## config.mk

```make
export PLATFORM = sky130hd
export DESIGN_NAME = segment_polygon_intersections_top
export DESIGN_NICKNAME = d
export VERILOG_FILES = /design/src/design/segpoly_pkg.sv /design/src/design/segpoly_div.sv /design/src/design/segment_polygon_intersections_top.sv
export SDC_FILE = /design/constraint.sdc
export NUM_CORES = 2
export LEC_CHECK = 0
export BUFFER_PORTS_ARGS = -buffer_cell sky130_fd_sc_hd__buf_2
export CAP_MARGIN = 5
export CORE_MARGIN = 8
export CORE_UTILIZATION = 45
export DETAILED_ROUTE_END_ITERATION = 10
export SLEW_MARGIN = 20
export SYNTH_ARGS = -nofsm -noshare
export SYNTH_HDL_FRONTEND = slang
export SYNTH_SLANG_ARGS = --single-unit
```

## constraint.sdc

```tcl
create_clock -name clk -period 14.55 [get_ports clk]
set_clock_uncertainty 0.2 [all_clocks]
set_input_delay 0.7275 -clock clk [delete_from_list [all_inputs] [get_ports clk]]
set_output_delay 0.7275 -clock clk [all_outputs]
set_load 0.02 [all_outputs]
```

## src/design/segpoly_pkg.sv

```systemverilog
// ----------------------------------------------------------------------------
// segpoly_pkg
// Types and constants shared by the segment against polygon intersection unit.
// ----------------------------------------------------------------------------
package segpoly_pkg;

  localparam int COORD_BITS       = 16;
  localparam int DEF_MAX_VERTICES = 16;
  localparam int HIT_SLOTS        = 15;
  localparam int K_BITS           = 17;
  localparam int FRAC_STEPS       = 16;
  // abs of a determinant or numerator built from two 17x17 products
  localparam int MAG_BITS         = 2 * (COORD_BITS + 1);
  localparam int PT_BITS          = 24;
  localparam int IDX_BITS         = 4;
  localparam int TOL_BITS         = 16;

  typedef enum logic [0:0] {
    OP_LOAD  = 1'b0,
    OP_QUERY = 1'b1
  } opcode_t;

  typedef struct packed {
    opcode_t                       opcode;
    logic                          new_polygon;
    logic signed [COORD_BITS-1:0]  point_x;
    logic signed [COORD_BITS-1:0]  point_y;
    logic signed [COORD_BITS-1:0]  seg_end_x;
    logic signed [COORD_BITS-1:0]  seg_end_y;
  } in_item_t;

  typedef struct packed {
    logic                        none_found;
    logic [K_BITS-1:0]           hit_k;
    logic signed [PT_BITS-1:0]   hit_x;
    logic signed [PT_BITS-1:0]   hit_y;
    logic [IDX_BITS-1:0]         edge_index;
    logic [IDX_BITS-1:0]         hit_count;
    logic                        overflow;
    logic                        last;
  } out_item_t;

  typedef struct packed {
    logic [K_BITS-1:0]    q;
    logic [MAG_BITS-1:0]  r;
  } div_res_t;

endpackage

```

## src/design/segpoly_div.sv

```systemverilog
// ----------------------------------------------------------------------------
// segpoly_div
// Restoring divider: floor(num * 2^16 / den) and remainder, one bit a cycle.
// ----------------------------------------------------------------------------
module segpoly_div (
  input  logic                                clk,
  input  logic                                rst_n,
  input  logic                                start,
  input  logic [segpoly_pkg::MAG_BITS-1:0]    num,
  input  logic [segpoly_pkg::MAG_BITS-1:0]    den,
  output logic                                done,
  output segpoly_pkg::div_res_t               res
);

  localparam int W  = segpoly_pkg::MAG_BITS;
  localparam int KB = segpoly_pkg::K_BITS;
  localparam int CB = $clog2(segpoly_pkg::FRAC_STEPS + 1);

  logic [W:0]    r_r, r_nxt;
  logic [W-1:0]  d_r, d_nxt;
  logic [KB-1:0] q_r, q_nxt;
  logic [CB-1:0] cnt_r, cnt_nxt;
  logic          busy_r, busy_nxt;
  logic          done_r, done_nxt;
  logic [W:0]    r_sh;

  always_comb begin
    r_nxt    = r_r;
    d_nxt    = d_r;
    q_nxt    = q_r;
    cnt_nxt  = cnt_r;
    busy_nxt = busy_r;
    done_nxt = 1'b0;
    r_sh     = {r_r[W-1:0], 1'b0};
    if (start) begin
      // num never exceeds den, so the integer part is 0 or 1
      d_nxt    = den;
      busy_nxt = 1'b1;
      cnt_nxt  = '0;
      if (num >= den) begin
        q_nxt = KB'(1);
        r_nxt = {1'b0, num - den};
      end else begin
        q_nxt = '0;
        r_nxt = {1'b0, num};
      end
    end else if (busy_r) begin
      if (r_sh >= {1'b0, d_r}) begin
        r_nxt = r_sh - {1'b0, d_r};
        q_nxt = {q_r[KB-2:0], 1'b1};
      end else begin
        r_nxt = r_sh;
        q_nxt = {q_r[KB-2:0], 1'b0};
      end
      cnt_nxt = cnt_r + CB'(1);
      if (cnt_r == CB'(segpoly_pkg::FRAC_STEPS - 1)) begin
        busy_nxt = 1'b0;
        done_nxt = 1'b1;
      end
    end
  end

  always_ff @(posedge clk) begin
    if (!rst_n) begin
      busy_r <= 1'b0;
      done_r <= 1'b0;
      cnt_r  <= '0;
    end else begin
      busy_r <= busy_nxt;
      done_r <= done_nxt;
      cnt_r  <= cnt_nxt;
    end
    r_r <= r_nxt;
    d_r <= d_nxt;
    q_r <= q_nxt;
  end

  assign done  = done_r;
  assign res.q = q_r;
  assign res.r = r_r[W-1:0];

endmodule

```

## src/design/segment_polygon_intersections_top.sv

```systemverilog
// ----------------------------------------------------------------------------
// segment_polygon_intersections_top
// Stores one polygon and intersects query segments with its edges, giving
// hits in ascending position along the segment.
// ----------------------------------------------------------------------------
//  port group   dir  handshake          payload
//  in_*         in   in_valid/in_stall  in_data   (segpoly_pkg::in_item_t)
//  out_*        out  out_valid/out_stall out_data (segpoly_pkg::out_item_t)
//  cfg_*        in   cfg_valid/cfg_ready cfg_data (edge tolerance, Q0.16)
//
//  A load leaves the unit idle for the next item. A query walks the edges:
//  each goes through the shared multiplier and the range test, one that
//  passes through the 16-step divider and the tolerance test, and a kept
//  hit is sorted in with up to 14 shifts. Then one result item goes out per
//  cycle unless out_stall holds it. in_stall is high for the whole query.
//  Reset is synchronous; the vertex store needs no clearing.
//  out_stall holds the output register; a stall only delays the query.
// ----------------------------------------------------------------------------
module segment_polygon_intersections_top #(
  parameter int MAX_VERTICES = segpoly_pkg::DEF_MAX_VERTICES
) (
  input  logic                               clk,
  input  logic                               rst_n,
  input  logic                               in_valid,
  output logic                               in_stall,
  input  segpoly_pkg::in_item_t              in_data,
  output logic                               out_valid,
  input  logic                               out_stall,
  output segpoly_pkg::out_item_t             out_data,
  input  logic                               cfg_valid,
  output logic                               cfg_ready,
  input  logic [segpoly_pkg::TOL_BITS-1:0]   cfg_data
);

  localparam int AW  = $clog2(MAX_VERTICES);
  localparam int CW  = $clog2(MAX_VERTICES + 1);
  localparam int CB  = segpoly_pkg::COORD_BITS;
  localparam int DB  = CB + 1;
  localparam int MB  = 2 * (DB + 1);
  localparam int AB  = MB - 1;
  localparam int W   = segpoly_pkg::MAG_BITS;
  localparam int KB  = segpoly_pkg::K_BITS;
  localparam int PB  = segpoly_pkg::PT_BITS;
  localparam int IB  = segpoly_pkg::IDX_BITS;
  localparam int HS  = segpoly_pkg::HIT_SLOTS;
  localparam int TOL_W = segpoly_pkg::TOL_BITS;

  typedef enum logic [10:0] {
    S_IDLE = 11'b00000000001,
    S_RD   = 11'b00000000010,
    S_DIFF = 11'b00000000100,
    S_MUL  = 11'b00000001000,
    S_CHK  = 11'b00000010000,
    S_DIV  = 11'b00000100000,
    S_TOL  = 11'b00001000000,
    S_PMUL = 11'b00010000000,
    S_INS  = 11'b00100000000,
    S_NEXT = 11'b01000000000,
    S_EMIT = 11'b10000000000
  } state_t;

  state_t state_r, state_nxt;

  logic signed [CB-1:0] vx_mem [MAX_VERTICES];
  logic signed [CB-1:0] vy_mem [MAX_VERTICES];
  logic [CW-1:0]        vcount_r, vcount_nxt;
  logic                 ovf_r, ovf_nxt;
  logic [TOL_W-1:0]     tol_r;

  logic signed [CB-1:0] ax_r, ay_r;
  logic signed [DB-1:0] alx_r, aly_r;
  logic signed [CB-1:0] cx_r, cy_r, nx_r, ny_r;
  logic signed [DB-1:0] btx_r, bty_r, da_r, db_r;
  logic signed [MB-1:0] prod_r;
  logic signed [AB-1:0] den_r, kn_r, tn_r;
  logic [W-1:0]         dabs_r;
  logic [KB-1:0]        kq_r;
  logic signed [PB-1:0] px_r;
  logic [2:0]           step_r, step_nxt;
  logic [AW-1:0]        e_r, e_nxt;
  logic [IB-1:0]        n_r, n_nxt;
  logic [IB-1:0]        j_r, j_nxt;

  logic [KB-1:0]        hk_buf [HS];
  logic signed [PB-1:0] hx_buf [HS];
  logic signed [PB-1:0] hy_buf [HS];
  logic [IB-1:0]        he_buf [HS];

  logic                 out_valid_r, out_valid_nxt;
  segpoly_pkg::out_item_t out_data_r, out_data_nxt;

  logic signed [DB:0]   mul_a, mul_b;
  logic signed [MB-1:0] mul_p;
  logic                 div_start;
  logic                 div_done;
  segpoly_pkg::div_res_t div_res;
  logic signed [AB-1:0] den_n, kn_n, tn_n;
  logic                 chk_ok;
  logic [KB-1:0]        upper;
  logic                 tol_ok;
  logic [KB-1:0]        kq_c;
  logic [IB-1:0]        rd_idx;
  logic                 in_acc;
  logic                 out_take;
  logic signed [PB-1:0] pt_c;
  logic [2:0]           acc_sel;

  // round(p / 256) with ties away from zero, then start*256 minus that
  function automatic logic signed [PB-1:0] point_of(
    input logic signed [CB-1:0] s, input logic signed [MB-1:0] p);
    logic [MB-1:0]        m;
    logic [MB-1:0]        q;
    logic signed [MB-1:0] off;
    logic signed [MB-1:0] base;
    m    = p[MB-1] ? MB'(-p) : MB'(p);
    q    = (m + MB'(128)) >> 8;
    off  = p[MB-1] ? -$signed(q) : $signed(q);
    base = $signed({{(MB-CB-8){s[CB-1]}}, s, 8'b0});
    return PB'(base - off);
  endfunction

  assign in_stall  = (state_r != S_IDLE);
  assign in_acc    = in_valid && !in_stall;
  assign cfg_ready = 1'b1;
  assign out_take  = out_valid_r && !out_stall;

  // shared multiplier operands
  always_comb begin
    mul_a = '0;
    mul_b = '0;
    if (state_r == S_PMUL) begin
      mul_a = (step_r == 3'd0) ? (DB+1)'(alx_r) : (DB+1)'(aly_r);
      mul_b = $signed({1'b0, kq_r});
    end else begin
      case (step_r)
        3'd0: begin mul_a = (DB+1)'(btx_r); mul_b = (DB+1)'(aly_r); end
        3'd1: begin mul_a = (DB+1)'(alx_r); mul_b = (DB+1)'(bty_r); end
        3'd2: begin mul_a = (DB+1)'(btx_r); mul_b = (DB+1)'(db_r);  end
        3'd3: begin mul_a = (DB+1)'(bty_r); mul_b = (DB+1)'(da_r);  end
        3'd4: begin mul_a = (DB+1)'(aly_r); mul_b = (DB+1)'(da_r);  end
        3'd5: begin mul_a = (DB+1)'(alx_r); mul_b = (DB+1)'(db_r);  end
        default: begin mul_a = '0; mul_b = '0; end
      endcase
    end
  end
  assign mul_p   = mul_a * mul_b;
  assign acc_sel = step_r - 3'd1;

  // sign normalisation and range test
  always_comb begin
    if (den_r[AB-1]) begin
      den_n = -den_r;
      kn_n  = -kn_r;
      tn_n  = -tn_r;
    end else begin
      den_n = den_r;
      kn_n  = kn_r;
      tn_n  = tn_r;
    end
    chk_ok = (den_r != '0) && !kn_n[AB-1] && !tn_n[AB-1] &&
             (kn_n <= den_n) && (tn_n <= den_n);
  end

  assign div_start = (state_r == S_CHK) && chk_ok;

  segpoly_div u_div (
    .clk   (clk),
    .rst_n (rst_n),
    .start (div_start),
    .num   (W'(kn_n)),
    .den   (W'(den_n)),
    .done  (div_done),
    .res   (div_res)
  );

  assign upper  = KB'(17'd65536) - KB'(tol_r);
  assign tol_ok = (div_res.q >= KB'(tol_r)) && (div_res.q <= upper) &&
                  !((div_res.q == upper) && (div_res.r != '0)) &&
                  (n_r < IB'(HS));
  assign kq_c   = div_res.q + KB'(({div_res.r, 1'b0} >= {1'b0, dabs_r}) ? 1 : 0);
  assign rd_idx = (state_r == S_EMIT) ? j_r : j_r - IB'(1);
  assign pt_c   = point_of((step_r == 3'd1) ? ax_r : ay_r, prod_r);

  always_comb begin
    state_nxt     = state_r;
    vcount_nxt    = vcount_r;
    ovf_nxt       = ovf_r;
    step_nxt      = step_r;
    e_nxt         = e_r;
    n_nxt         = n_r;
    j_nxt         = j_r;
    out_valid_nxt = out_valid_r;
    out_data_nxt  = out_data_r;
    if (out_take) begin
      out_valid_nxt = 1'b0;
    end
    case (state_r)
      S_IDLE: begin
        if (in_acc) begin
          if (in_data.opcode == segpoly_pkg::OP_LOAD) begin
            if (in_data.new_polygon) begin
              vcount_nxt = '0;
              ovf_nxt    = 1'b0;
              if (MAX_VERTICES > 0) begin
                vcount_nxt = CW'(1);
              end
            end else if (vcount_r < CW'(MAX_VERTICES)) begin
              vcount_nxt = vcount_r + CW'(1);
            end else begin
              ovf_nxt = 1'b1;
            end
          end else begin
            n_nxt = '0;
            e_nxt = '0;
            j_nxt = '0;
            state_nxt = (vcount_r >= CW'(2)) ? S_RD : S_EMIT;
          end
        end
      end
      S_RD:   state_nxt = S_DIFF;
      S_DIFF: begin
        step_nxt  = '0;
        state_nxt = S_MUL;
      end
      S_MUL: begin
        step_nxt = step_r + 3'd1;
        if (step_r == 3'd6) begin
          state_nxt = S_CHK;
        end
      end
      S_CHK:  state_nxt = chk_ok ? S_DIV : S_NEXT;
      S_DIV: begin
        if (div_done) begin
          state_nxt = S_TOL;
        end
      end
      S_TOL: begin
        step_nxt  = '0;
        state_nxt = tol_ok ? S_PMUL : S_NEXT;
      end
      S_PMUL: begin
        step_nxt = step_r + 3'd1;
        if (step_r == 3'd2) begin
          j_nxt     = n_r;
          state_nxt = S_INS;
        end
      end
      S_INS: begin
        if ((j_r != '0) && (hk_buf[rd_idx] > kq_r)) begin
          j_nxt = j_r - IB'(1);
        end else begin
          n_nxt     = n_r + IB'(1);
          state_nxt = S_NEXT;
        end
      end
      S_NEXT: begin
        if ((CW+1)'(e_r) + (CW+1)'(2) < (CW+1)'(vcount_r)) begin
          e_nxt     = e_r + AW'(1);
          state_nxt = S_RD;
        end else begin
          j_nxt     = '0;
          state_nxt = S_EMIT;
        end
      end
      S_EMIT: begin
        if (!out_valid_r || !out_stall) begin
          out_valid_nxt = 1'b1;
          out_data_nxt  = '0;
          out_data_nxt.overflow = ovf_r;
          if (n_r < IB'(2)) begin
            out_data_nxt.none_found = 1'b1;
            out_data_nxt.last       = 1'b1;
            state_nxt = S_IDLE;
          end else begin
            out_data_nxt.hit_k      = hk_buf[rd_idx];
            out_data_nxt.hit_x      = hx_buf[rd_idx];
            out_data_nxt.hit_y      = hy_buf[rd_idx];
            out_data_nxt.edge_index = he_buf[rd_idx];
            out_data_nxt.hit_count  = n_r;
            out_data_nxt.last       = (j_r == n_r - IB'(1));
            j_nxt = j_r + IB'(1);
            if (j_r == n_r - IB'(1)) begin
              state_nxt = S_IDLE;
            end
          end
        end
      end
      default: state_nxt = S_IDLE;
    endcase
  end

  always_ff @(posedge clk) begin
    if (!rst_n) begin
      state_r     <= S_IDLE;
      vcount_r    <= '0;
      ovf_r       <= 1'b0;
      tol_r       <= '0;
      out_valid_r <= 1'b0;
      n_r         <= '0;
    end else begin
      state_r     <= state_nxt;
      vcount_r    <= vcount_nxt;
      ovf_r       <= ovf_nxt;
      out_valid_r <= out_valid_nxt;
      n_r         <= n_nxt;
      if (cfg_valid && cfg_ready) begin
        tol_r <= cfg_data;
      end
    end
    step_r     <= step_nxt;
    e_r        <= e_nxt;
    j_r        <= j_nxt;
    out_data_r <= out_data_nxt;
  end

  // vertex store, query operands and datapath registers
  always_ff @(posedge clk) begin
    if (in_acc && (in_data.opcode == segpoly_pkg::OP_LOAD)) begin
      if (in_data.new_polygon) begin
        vx_mem[0] <= in_data.point_x;
        vy_mem[0] <= in_data.point_y;
      end else if (vcount_r < CW'(MAX_VERTICES)) begin
        vx_mem[vcount_r[AW-1:0]] <= in_data.point_x;
        vy_mem[vcount_r[AW-1:0]] <= in_data.point_y;
      end
    end
    if (in_acc && (in_data.opcode == segpoly_pkg::OP_QUERY)) begin
      ax_r  <= in_data.point_x;
      ay_r  <= in_data.point_y;
      alx_r <= DB'(in_data.point_x) - DB'(in_data.seg_end_x);
      aly_r <= DB'(in_data.point_y) - DB'(in_data.seg_end_y);
    end
    if (state_r == S_RD) begin
      cx_r <= vx_mem[e_r];
      cy_r <= vy_mem[e_r];
      nx_r <= vx_mem[AW'(e_r + AW'(1))];
      ny_r <= vy_mem[AW'(e_r + AW'(1))];
    end
    if (state_r == S_DIFF) begin
      btx_r <= DB'(nx_r) - DB'(cx_r);
      bty_r <= DB'(ny_r) - DB'(cy_r);
      da_r  <= DB'(ax_r) - DB'(cx_r);
      db_r  <= DB'(ay_r) - DB'(cy_r);
    end
    if ((state_r == S_MUL) || (state_r == S_PMUL)) begin
      prod_r <= mul_p;
    end
    if ((state_r == S_MUL) && (step_r != 3'd0)) begin
      case (acc_sel)
        3'd0: den_r <= AB'(prod_r);
        3'd1: den_r <= den_r - AB'(prod_r);
        3'd2: kn_r  <= AB'(prod_r);
        3'd3: kn_r  <= kn_r - AB'(prod_r);
        3'd4: tn_r  <= AB'(prod_r);
        3'd5: tn_r  <= tn_r - AB'(prod_r);
        default: den_r <= den_r;
      endcase
    end
    if (div_start) begin
      dabs_r <= W'(den_n);
    end
    if ((state_r == S_TOL) && tol_ok) begin
      kq_r <= kq_c;
    end
    if ((state_r == S_PMUL) && (step_r == 3'd1)) begin
      px_r <= pt_c;
    end
    if (state_r == S_INS) begin
      if ((j_r != '0) && (hk_buf[rd_idx] > kq_r)) begin
        hk_buf[j_r] <= hk_buf[rd_idx];
        hx_buf[j_r] <= hx_buf[rd_idx];
        hy_buf[j_r] <= hy_buf[rd_idx];
        he_buf[j_r] <= he_buf[rd_idx];
      end else begin
        hk_buf[j_r] <= kq_r;
        hx_buf[j_r] <= px_r;
        hy_buf[j_r] <= point_of(ay_r, prod_r);
        he_buf[j_r] <= IB'(e_r);
      end
    end
  end

  assign out_valid = out_valid_r;
  assign out_data  = out_data_r;

  a_hits_bounded: assert property (@(posedge clk) disable iff (!rst_n)
    n_r <= IB'(HS)) else $error("hit count beyond slot count");

  a_div_in_wait: assert property (@(posedge clk) disable iff (!rst_n)
    div_done |-> (state_r == S_DIV)) else $error("divider finished outside wait");

  a_ins_range: assert property (@(posedge clk) disable iff (!rst_n)
    (state_r == S_INS) |-> (j_r <= n_r)) else $error("insert slot beyond fill");

  a_hit_pair: assert property (@(posedge clk) disable iff (!rst_n)
    (out_valid_r && !out_data_r.none_found) |-> (out_data_r.hit_count >= IB'(2)))
    else $error("hit item with fewer than two hits");

endmodule

```

## Word level (Yosys, flattened, before mapping)

Memory sizes are Yosys's and may differ from the RTL's. A register that Yosys moved wholly into a read port is not among the register bits.
Cells that the tools add are included.

- Bits in writable memories: 1547
- Word-level logic and storage cells: 279
- Register bits after elaboration: 533
- Memories kept: 6

Memory list:

| name | depth | bits a word | rd ports | clocked after Yosys merged registers in | wr ports | line | source |
|---|---|---|---|---|---|---|---|
| hx_buf | 15 | 24 | 1 | 0 | 1 | segment_polygon_intersections_top.sv:85 | `logic signed [PB-1:0] hx_buf [HS];` |
| hy_buf | 15 | 24 | 1 | 0 | 1 | segment_polygon_intersections_top.sv:86 | `logic signed [PB-1:0] hy_buf [HS];` |
| vx_mem | 16 | 16 | 2 | 2 | 1 | segment_polygon_intersections_top.sv:64 | `logic signed [CB-1:0] vx_mem [MAX_VERTICES];` |
| vy_mem | 16 | 16 | 2 | 2 | 1 | segment_polygon_intersections_top.sv:65 | `logic signed [CB-1:0] vy_mem [MAX_VERTICES];` |
| hk_buf | 15 | 17 | 1 | 0 | 1 | segment_polygon_intersections_top.sv:84 | `logic [KB-1:0] hk_buf [HS];` |
| he_buf | 15 | 4 | 1 | 0 | 1 | segment_polygon_intersections_top.sv:87 | `logic [IB-1:0] he_buf [HS];` |

- Reduce and logical (&&, ||, !) cells: 60
- $mul: 1
- Add/subtract/negate cells: 31
- Multiplexer cells: 86
- Equal/unequal tests: 39
- $lt $le $gt $ge: 12
- Bitwise logic cells: 7

Operators with widths:

| kind | count |
|---|---|
| 35-bit one-hot mux with 2 select lines | 3 |
| 18-bit one-hot mux with 4 select lines | 2 |
| 34-bit two-way mux | 4 |
| 11-bit two-way mux | 11 |
| 11-bit one-hot mux with 11 select lines | 1 |
| 35-bit two-way mux | 3 |
| 35-bit negator | 3 |
| 35-bit subtractor | 3 |
| 16-bit by 16-bit subtractor with 17-bit output | 6 |
| 24-bit two-way mux | 3 |
| 35-bit less-or-equal comparator | 2 |
| 34-bit subtractor | 2 |
| 18-bit two-way mux | 3 |
| 4-bit two-way mux | 13 |
| 17-bit two-way mux | 3 |
| 16-bit two-way mux | 3 |
| 24-bit subtractor | 2 |
| 18-bit by 18-bit multiplier with 36-bit output | 1 |
| 35-bit by 34-bit greater-or-equal comparator with 1-bit output | 1 |
| 35-bit nonzero test | 1 |
| 34-bit greater-or-equal comparator | 1 |
| 34-bit nonzero test | 1 |
| 32-bit by 8-bit adder with 32-bit output (second input constant) | 1 |
| 32-bit two-way mux | 1 |
| other kinds (61) | 162 |

## Logic depth before layout (Yosys ltp)

- Word-level depth: 9
- Mapped depth: 40
- Depth with buffers taken out: 36

## Cells and area by module

Synthesis repeated with hierarchy kept, for this count alone.

- Cells, all modules: 9060
- Area total of the unflattened synthesis: 122022.0 um^2

Modules (own cells, without submodules):

| module | area each (um^2) | seq. area each (um^2) | times used | cells an instance |
|---|---|---|---|---|
| segment_polygon_intersections_top | 113641.5 | 62259.7 | 1 | 8117 |
| segpoly_div | 8380.5 | 2692.6 | 1 | 943 |

## Worst setup path after synthesis

No wires, ideal clock.

- Path kind: flip-flop to flip-flop
- Start: reg step_r[0]
- End: reg prod_r[35] (data pin)
- Clock period less this slack: 8.445 ns
- Library setup time: 0.260 ns
- Path slack: 6.105 ns
- Arrival time: 7.985 ns
- Path buffers: 3
- Cell stages (with the launch flop): 36
- Path through: edfxtp_1 -> ha_1 -> ha_1 -> clkbuf_1 -> o41ai_1 -> clkbuf_1 -> buf_1 -> o22ai_1 -> nand2_1 -> fa_1 -> fa_1 -> inv_1 -> ha_1 -> ha_1 -> ha_1 -> inv_1 -> fa_1 -> inv_1 -> ha_1 -> inv_1 -> fa_1 -> nor2b_1 -> o21ai_0 -> a21boi_0 -> o21ai_0 -> a21boi_0 -> o21ai_0 -> a21oi_1 -> o211ai_1 -> a31o_2 -> o211ai_1 -> a31oi_1 -> o21ai_0 -> a21o_1 -> a21oi_1 -> xnor2_1

- Cells in the longest elaborated chain, start to end: 5

RTL lines:

| element | line | source |
|---|---|---|
| start, declared | segment_polygon_intersections_top.sv:79 | `logic [2:0] step_r, step_nxt;` |
| start signal, assigned | segment_polygon_intersections_top.sv:310 | `step_r <= step_nxt;` |
| 3-bit by 1-bit equality test with 1-bit output, or another cell as far along | segment_polygon_intersections_top.sv:135 | `case (step_r)` |
| 2-bit OR reduction (no line) | -- |  |
| 18-bit one-hot mux with 4 select lines | segment_polygon_intersections_top.sv:135 |  |
| 18-bit two-way mux | segment_polygon_intersections_top.sv:131 | `if (state_r == S_PMUL) begin` |
| 18-bit by 18-bit multiplier with 36-bit output * | segment_polygon_intersections_top.sv:146 | `assign mul_p = mul_a * mul_b;` |
| named net mul_p[35] | segment_polygon_intersections_top.sv:93 | `logic signed [MB-1:0] mul_p;` |
| end signal, assigned | segment_polygon_intersections_top.sv:346 | `prod_r <= mul_p;` |
| end, declared | segment_polygon_intersections_top.sv:74 | `logic signed [MB-1:0] prod_r;` |

The timed path passes the listed nets; every way through them passes the cells marked *.
A chain may end at the register's enable or synchronous reset.

## Worst setup path after layout

- Start: reg step_r[1]
- End: reg prod_r[35] (data pin)

The elaborated chain is that of the path after synthesis.

==> metrics.md <==
| Metric | Value |
|---|---|
| Routed Antenna Nets | 0 |
| Hold Fails Final Rpt | 0 |
| RSZ-0062 raised after global routing | no |
| Largest net degree at the start of global routing | 137 |
| Drt wl/cell | 26.3 µm |
| Critical-path top delay cell | nor2b_2 |
| Worst skew pair latency | 0.87 ns |
| Util after Layout | 50.2% |
| Clock slew at reported path FFs | 0.07 ns |
| Die area | 278000 µm² |
| Max-Cap Viols | 0 |
| TNS Setup | 0 ns |
| IO Count | 166 |
| Crit path depth | 35 |
| Max Freq | 0.0985 GHz |
| Critical path type | reg -> reg |
| DP Cell Count | 12000 |
| Total GRT Usage | 23.0% |
| Setup violators final | 0 |
| Mapped Cells | 8610 |
| Seq/Total Area, Yosys | 54.4% |
| Total Nets Final | 9742 |
| Tcrit/Tclk final | 69.8% |
| Crit path max fanout | 22 |
| Worst EP required | 14.94 ns |
| Hold path cells | 1 |
| Yosys reg bits | 2144 |
| Detailed-route DRC error count | 0 |
| CTS sink cnt | 2144 |
| Vias in the first global route | 73600 |
| CP bufs+invs | 6 |
| Mapped Area | 118000 µm² |
| Commonest non-fill, non-tap cell in the layout | edfxtp_1 |
| RePlAce Congestion | 0.922 |
| Hold WC Path Type | in -> reg |
| EDFF count, synth | 2099 |
| Syn nets | 9534 |
| Core ar. | 260000 µm² |
| Antenna violations before repair | 17 |
| Max Slew Vio Count | 0 |
| Setup crit end kind | register |
| Die height | 527 µm |
| Highest-count cells in the layout ignoring fill and taps | edfxtp_1 (2099), inv_1 (765), nand2_1 (749), mux4_2 (596), nor2_1 (527) |
| Tmin final | 10.15 ns |
| Std-Cell Rows | 187 |
| CTS tree | built |
| Total CTS buffers | 220 |
| Reg2Reg Depth | 35 |
| Fin cells | 12400 |
| Crit-path leading delay family | compound AO/OA/AOI/OAI gates |
| Main synth FF type | edfxtp_1 |
| Worst EP arrival | 10.54 ns |
| Status | finished, final reports clean |
| Synthesis Warnings | 0 |
| Root Driver | clkbuf_16 |
| CP peak stage delay | 0.80 ns |
| Worst Tran Pin Value | 1.20 ns |
| Clock Path Buffers | 3 |
| Final global-route overflow total | 0 |
| Leak | 0.0474 µW |
| Wirelength, routed | 327000 µm |
| Fillers | 22000 |
| Yosys cell types | 93 |
| Hold WS | 0.0587 ns |
| Worst IR Drop VDD | 0.000241 V |
| Detail-routed via count per cell | 5.90 |
| Share of post-route cells with drive strength above 1 | 15.1% |
| Detailed-placement wirelength estimate | 221000 µm |
| Mean Syn Cell Area | 13.7 µm² |
| Total Power | 22100 µW |
| Vias | 73300 |
| Startpoint types | register |
| PortBufs | 164 |
| Starting DRC count in detailed routing | 7356 |
| Relative slew slack | 20.1% |
| Die width | 527 µm |
| P&R area growth vs syn | 10.9% |
| First-pass DRT Iterations | 7 |
| H-tree levels | 4 |
| First-pass GRT wire length | 482000 µm |
| Asr flop ratio synth | 0% |
| Initial core utilization | 45.3% |
| Power Density | 169 nW/µm² |
-- cell type report --
class / instances / area [µm²] / area share, %
inverter: 768 / 2880 / 2.21
sequential: 2144 / 63900 / 49.0
antenna: 11 / 27.5 / 0.0211
tap: 3402 / 4260 / 3.26
clock buffer: 268 / 5710 / 4.37
multi-input combinational: 5354 / 49900 / 38.3
clock inverter: 141 / 1450 / 1.11
timing repair buffer: 330 / 2270 / 1.74
-- per-layer routing --
metal,global-route usage (%),vias up,part of all wire [%]
met1,32.5,37500,43
met4,6.69,16,3.2
met5,0,-,0.031
li1,-,32600,-
met2,37.2,2730,47
met3,3.23,468,7.0
-- logic make-up (layout without fill, tap and decap cells) --
logic type      count (synthesis)  after routing  share of synthesized area [%]
compound gates               1361           1361                           7.37
xor+xnor                      424            424                           3.17
fa+ha+maj                     837            837                           11.0
buf+inv                      1112           1507                           3.56
flops                        2144           2144                           54.4
mux                           757            757                           12.8
other cells                     1             12                        0.00319
simple gates                 1974           1974                           7.70
-- where the power goes --
part	internal [µW]	switching, µW
registers	8760	111
logic	3160	4440
clock network	3160	2450
-- repair_timing --
action	4_1_cts	5_1_grt
hold endpoints to repair	44	0
setup buffers	0	0
hold buffers	21	0
resized for setup	0	0
-- worst paths after layout --
path / end / start / slack, ns
max: prod_r[35] / step_r[1] / 4.40
min: vx_mem[6][15] / in_data[63] / 0.06
max reg2reg: prod_r[35] / step_r[1] / 4.40
min reg2reg: u_div.cnt_r[4] / u_div.cnt_r[4] / 0.30
-- stage by stage --
step | setup WS, ns | area [µm²]
floorplan | 6.11 | 118000
global placement | 4.29 | 123000
detailed placement | 4.54 | 123000
CTS | 4.53 | 130000
global route | 3.89 | 130000
finish | 4.40 | 130000
-- synth_stat cells, types with 35 or more instances --
cell      number  area share [%]
a21o_1       107            0.68
nand3_1       72            0.31
clkbuf_1     283            0.90
o21a_1        63            0.40
fa_1         329             5.6
nor2_1       552             1.8
inv_1        765             2.4
o21ai_0      436             1.9
buf_1         51            0.16
mux2i_1      133             1.1
edfxtp_1    2099              54
nor3_1        96            0.41
or3_1         35            0.19
nor2b_1      157            0.84
mux4_2       596              11
a21oi_1      265             1.1
dfxtp_1       45            0.77
ha_1         508             5.4
a21boi_0      98            0.63
xnor2_1      293             2.2
xor2_1       129            0.96
nand2b_1      71            0.38
a211oi_1      48            0.31
o31ai_1       51            0.33
a31oi_1       35            0.19
nand2_1      751             2.4
nand4_1       51            0.27
-- flip-flops by register name, indices dropped and copies added, names as in the netlist, 24 cells and up --
| name | count |
|---|---|
| vy_mem | 256 |
| kn_r | 35 |
| hk_buf | 255 |
| px_r | 24 |
| u_div.d_r | 34 |
| he_buf | 60 |
| hy_buf | 360 |
| den_r | 35 |
| u_div.r_r | 34 |
| out_data | 76 |
| hx_buf | 360 |
| prod_r | 36 |
| tn_r | 35 |
| vx_mem | 256 |
(Power assumes the default switching activity.)
